--- config.mk ---
export PLATFORM = sky130hd
export DESIGN_NAME = sqvs_queue
export DESIGN_NICKNAME = d
export VERILOG_FILES = /design/src/hw/rtl/sqvs_pkg.sv /design/src/hw/rtl/sqvs_queue.sv
export SDC_FILE = /design/constraint.sdc
export NUM_CORES = 1
export LEC_CHECK = 0
export BUFFER_PORTS_ARGS = -buffer_cell sky130_fd_sc_hd__clkbuf_2
export CORE_UTILIZATION = 50
export CTS_CLUSTER_DIAMETER = 200
export DETAILED_ROUTE_END_ITERATION = 8
export PLACE_DENSITY = 0.76
export REMOVE_ABC_BUFFERS = 1
export SLEW_MARGIN = 20
export SYNTH_ARGS = -nofsm -noshare
export SYNTH_HDL_FRONTEND = slang
export SYNTH_SLANG_ARGS = --single-unit
--- constraint.sdc ---
create_clock -name clk -period 14.25 [get_ports clk]
set_clock_uncertainty 0.1 [all_clocks]
set_input_delay 0 -clock clk [delete_from_list [all_inputs] [get_ports clk]]
set_output_delay 0 -clock clk [all_outputs]
set_load 0.02 [all_outputs]
--- src/hw/rtl/sqvs_pkg.sv ---
`default_nettype none

package sqvs_pkg;

    // Widest signed sine/cosine value: magnitude up to 2^24 at the largest fraction width.
    localparam int TrigW = 26;

    // pi/2 and sqrt(0.125), both Q30
    localparam longint unsigned HalfPiQ30 = 64'd1686629713;
    localparam logic signed [29:0] HalfRadiusQ30 = 30'sd379625062;

    // Taylor divisors (2n)(2n+1) for n = 1..7
    localparam int TaylorTerms = 7;
    localparam longint unsigned TaylorDiv [TaylorTerms] = '{
        64'd6, 64'd20, 64'd42, 64'd72, 64'd110, 64'd156, 64'd210
    };

    localparam int QDepth = 2;

    localparam logic [1:0] CornerFirst = 2'd0;
    localparam logic [1:0] CornerLast  = 2'd3;

    typedef struct packed {
        logic signed [31:0]      pos_x;
        logic signed [31:0]      pos_y;
        logic signed [31:0]      scale_x;
        logic signed [31:0]      scale_y;
        logic signed [TrigW-1:0] sin_v;
        logic signed [TrigW-1:0] cos_v;
        logic [31:0]             base;
        logic                    start;
        logic [15:0]             shader;
    } sqvs_quad_t;

    typedef struct packed {
        logic [1:0]  corner;
        logic [31:0] base;
        logic        start;
        logic [15:0] shader;
        logic        last;
    } sqvs_meta_t;

endpackage

`default_nettype wire

--- src/hw/rtl/sqvs_queue.sv ---
`default_nettype none

module sqvs_queue
    import sqvs_pkg::*;
(
    input  wire logic       clk,
    input  wire logic       rst_n,
    input  wire logic       push,
    input  wire sqvs_quad_t push_data,
    output logic            full,
    input  wire logic       pop,
    output sqvs_quad_t      pop_data,
    output logic            empty
);

    localparam int PtrW = (QDepth > 1) ? $clog2(QDepth) : 1;
    localparam int CntW = $clog2(QDepth + 1);

    sqvs_quad_t      mem_reg [QDepth];
    logic [PtrW-1:0] wr_ptr_reg;
    logic [PtrW-1:0] rd_ptr_reg;
    logic [CntW-1:0] count_reg;
    logic [CntW-1:0] count_next;

    assign full     = count_reg == CntW'(QDepth);
    assign empty    = count_reg == '0;
    assign pop_data = mem_reg[rd_ptr_reg];

    always_comb
    begin
        count_next = count_reg;
        case ({push, pop})
            2'b10:   count_next = count_reg + CntW'(1);
            2'b01:   count_next = count_reg - CntW'(1);
            default: count_next = count_reg;
        endcase
    end

    always_ff @(posedge clk or negedge rst_n)
    begin
        if (!rst_n)
        begin
            wr_ptr_reg <= '0;
            rd_ptr_reg <= '0;
            count_reg  <= '0;
        end
        else
        begin
            count_reg <= count_next;
            if (push)
            begin
                wr_ptr_reg <= (wr_ptr_reg == PtrW'(QDepth - 1)) ? '0 : wr_ptr_reg + PtrW'(1);
            end
            if (pop)
            begin
                rd_ptr_reg <= (rd_ptr_reg == PtrW'(QDepth - 1)) ? '0 : rd_ptr_reg + PtrW'(1);
            end
        end
    end

    always_ff @(posedge clk)
    begin
        if (push)
        begin
            mem_reg[wr_ptr_reg] <= push_data;
        end
    end

endmodule

`default_nettype wire

# Yosys cells after proc, flatten, opt, wreduce, memory -nomap -nowiden
# Memories as Yosys holds them, arrays and structs flattened.
# Cells that the tools add are included.
[op_classes]
n_addsub = 4
n_eq_ne = 3
n_mux = 5
reduce_logical = 2
[ops]
columns = ["cell", "n"]
rows = [
  ["2-bit == test, second input constant", 2],
  ["1-bit 2-to-1 mux", 4],
  ["2-bit case mux with 2 select lines", 1],
  ["1-bit adder, second input constant", 2],
  ["2-bit by 1-bit adder with 2-bit output, second input constant", 1],
  ["2-bit by 1-bit == test with 1-bit output, second input constant", 1],
  ["2-bit logical NOT", 1],
  ["2-bit nonzero test", 1],
  ["2-bit by 1-bit subtractor with 2-bit output, second input constant", 1],
]
[totals]
ff_bits = 4
mem_bits_rw = 458
in_bits = 233
out_inout_bits = 231
elab_cells = 18
memories = 1
[memory_table]
columns = ["memory", "words", "width", "rd", "rd_clocked_by_memory_dff", "write_ports", "line_no", "rtl"]
rows = [
  ["mem_reg", 2, 229, 1, 0, 1, "sqvs_queue.sv:19", "sqvs_quad_t mem_reg [QDepth];"],
]

# Logic depth before layout (Yosys ltp)
[logic_depth]
word_depth = 2
ltp_mapped = 5
depth_no_buf = 5

# Worst setup path before layout
# Ideal clock, no wire load.
[synth_path]
kind = "register -> register"
start = "register wr_ptr_reg"
end = "memory mem_reg[0][0] (netlist bit) (enable)"
setup_time_ps = 822
t_arrival_ps = 9879
required_time_ps = 13328
setup_slack_ps = 3449
path_stages_with_launch = 2
path_buffers = 0
period_less_slack_ps = 10801
cell_sequence = "dfrtp_1 nor2_1"
[synth_rtl]
columns = ["item", "line_no", "rtl"]
rows = [
  ["from (decl)", "sqvs_queue.sv:20", "logic [PtrW-1:0] wr_ptr_reg;"],
  ["from (signal assigned)", "sqvs_queue.sv:52", "wr_ptr_reg <= (wr_ptr_reg == PtrW'(QDepth - 1)) ? '0 : wr_ptr_reg + PtrW'(1);"],
  ["to (decl)", "sqvs_queue.sv:19", ""],
]
# Straight into the memory's write port.

==> key figures <==
STA
  • Final Hold Viols: 0
  • Max Freq: 231 MHz
  • RSZ-0062 raised after global routing: no
  • Final TNS setup: 0 ns
  • Final setup fails: 0
  • Slew Viols, Final: 0
  • Final min period: 4.32 ns
  • Tcrit/Tclk final: 30.3%
  • Slew @ Worst Pin: 1.14 ns
  • Fin Hold WS: 0.0653 ns
  • Worst slew margin: 23.9%

Place
  • # placed instances: 1631
  • Hpwl dp: 24.5 mm
  • Placer Congestion: 0.792
  • IO Port Bufs: 463

Critical path
  • Most frequent CP cell: buf_4
  • Critical path class: reg2out
  • Kind of cell adding the most delay to the critical path: buffers and inverters
  • Setup crit end kind: output pin
  • Crit path arrival time: 4.22 ns
  • RR Startpoint: wr_ptr_reg
  • Slowest cell delay on critical path: 1.03 ns
  • Crit start category: flop
  • Crit-path cells: buf_4 > buf_4 > mux2_2 > clkbuf_2
  • WP data required: 14.15 ns
  • Crit path max fanout: 63
  • Reg2reg setup slack: 11.18 ns
  • CP max stage cell: dfrtp_4
  • Crit path from: rd_ptr_reg
  • WP buf/inv: 3

Synthesis
  • Syn_area_per_cell: 24.3 um^2
  • Leading area contributor after synthesis: edfxtp_1
  • Top post-synthesis cells by area: edfxtp_1 (78%), mux2_4 (17%), buf_12 (2.5%)
  • Synth Warn #: 0
  • Share of the synthesized area in the top cell type: 77.6%
  • Synth Register Bits: 462
  • Seq/Total Area, Yosys: 78.1%
  • Synth unique cells: 14
  • Synthesized instance count: 729
  • Mapped cell area: 17700 um^2

Clocking
  • Clock sinks: 462
  • TritonCTS clock tree: built
  • CTS clk-pin slew, worst paths: 0.06 ns
  • CTS Root Cell: clkbuf_16
  • Clock tree buffer depth: 3
  • PostCTS Resize Cnt: 0
  • CTS Buf Count: 46
  • Later-pin clock latency in the skew report: 0.56 ns
  • CTS H-tree lvls: 2

Hold path
  • Hold Path Origin: push_data[213]
  • Hold Crit Class: in2reg

Route
  • Detail Route Antenna Nets: 0
  • Vias/cell: 5.01
  • First drt pass iteration count: 4
  • Drt drc: 0
  • DR WL/cell: 21.0 um
  • Iter 0 DRT Violations: 490
  • WL final: 40.9 mm
  • Total vias in the final route: 9769

Final layout
  • Layout cell share with drive strength beyond 1: 51.4%
  • Area growth from synthesis to layout: 35.5%
  • Non-Filler Instances: 1948
  • Nets@finish: 1691
  • Max reg flops: 458

GRT
  • First-pass GRT wire length: 59.5 mm
  • Vias in the first global route: 10367
  • Initial antenna violation count: 5
  • Largest net degree at the start of global routing: 72
  • Grt ovf: 0
  • GRT Total Usage: 22.2%

Pwr
  • Internal power: 0.00321 W
  • Tot Pwr: 0.00472 W
  • Sw Ratio: 32.0%
  • Clock Power Share: 24.8%
  • Maximum vdd drop: 145 uV
  • Pleak: 9.79 nW
  • Power share of the sequential group: 40.9%
  • Part of the power in combinational logic: 34.3%
  • Pwr dens: 196 nW/um^2
  • Switch Pwr: 0.00151 W

Floorplanning
  • Die X: 190 um
  • Starting Density: 51.1%
  • Die Ht: 190 um
  • Die area: 36200 um^2
  • IO Pins: 464
  • Core area: 34700 um^2
  • Row cnt: 68

Flow run
  • Max-Cap Viols: 0

Status
  • Status: finished, final reports clean
==> layer usage <==
metal	vias to the layer above	GRT usage [%]	share of wire, %
met2	450	40.4	54
met3	102	5.34	7.3
li1	4371	-	-
met1	4846	23.9	34
met5	-	0	0
met4	0	11.6	4.5
==> power groups by stage <==
| stage | registers (W) | clock network [W] | logic, W |
|---|---|---|---|
| floorplan | 0.00209 | 0 | 0.00131 |
| global placement | 0.00194 | 0 | 0.00154 |
| detailed placement | 0.00195 | 0 | 0.00155 |
| CTS | 0.00192 | 0.00118 | 0.00161 |
| global route | 0.00195 | 0.00124 | 0.00170 |
| finish | 0.00193 | 0.00117 | 0.00162 |
==> kinds of logic after synthesis <==
kind of cell             after synthesis  synth area share (%)
flip-flops                           462                  78.1
XOR/XNOR                               5                 0.247
multiplexers                         229                  18.8
AND/OR/NAND/NOR                        5                 0.134
adder cells (fa/ha/maj)                1                0.0705
buffers and inverters                 27                  2.65
==> cells in the final DEF, fill, tap and decap left out <==
cell,netlist,routed
inv_6,0,2
xnor2_1,2,2
clkbuf_16,0,47
clkinvlp_4,0,1
bufinv_16,0,4
mux2_4,200,200
dfrtp_4,0,1
clkbuf_8,0,2
nor2b_1,1,1
dlygate4sd3_1,0,233
dfrtp_1,4,3
xor2_1,3,3
clkinv_1,0,8
inv_1,1,1
mux2_2,29,29
and2_4,0,1
nor2_1,3,2
nor2_4,0,1
clkbuf_2,0,463
edfxtp_1,458,458
diode_2,0,5
clkbuf_1,0,11
ha_1,1,1
clkinv_2,0,4
buf_4,0,10
==> Yosys cell counts <==
cell / n
edfxtp_1: 458
mux2_4: 200
mux2_2: 29
buf_12: 22
dfrtp_1: 4
buf_2: 3
nor2_1: 3
xor2_1: 3
xnor2_1: 2
and2_1: 1
buf_6: 1
ha_1: 1
inv_1: 1
nor2b_1: 1
==> final timing paths <==
kind	endpoint	cells past startpoint
worst min-delay path	mem_reg[0][213]	2
worst max-delay path	pop_data[204]	4
min in group asynchronous	count_reg[0]	3
worst max register to register	mem_reg[1][60]	3
worst min register to register	count_reg[1]	1
max in group asynchronous	rd_ptr_reg	3
==> what timing repair did <==
| action | CTS | global route |
|---|---|---|
| hold buffers | 233 | 0 |
| endpoints found under the hold margin | 505 | 0 |
| buffers inserted | 0 | 0 |
==> cell type report <==
cell class / count / area, um^2
Clock inverter: 19 / 195
Fill cell: 2162 / 10700
Sequential cell: 462 / 13900
Inverter: 1 / 3.75
Clock buffer: 60 / 1240
Timing Repair Buffer: 706 / 4720
Antenna cell: 5 / 12.5
Tap cell: 455 / 569
Multi-Input combinational cell: 240 / 3420
==> through the flow <==
step                worst slack [ns]  area, um^2  util, %
finish                          9.93       24000     69.2
floorplan                       3.45       17300        -
CTS                             9.91       24000     69.2
detailed placement             10.55       20200     58.3
global placement               10.61       20200     58.3
global route                    9.78       24000     69.2
No activity file was read; power rests on OpenSTA's default activity.
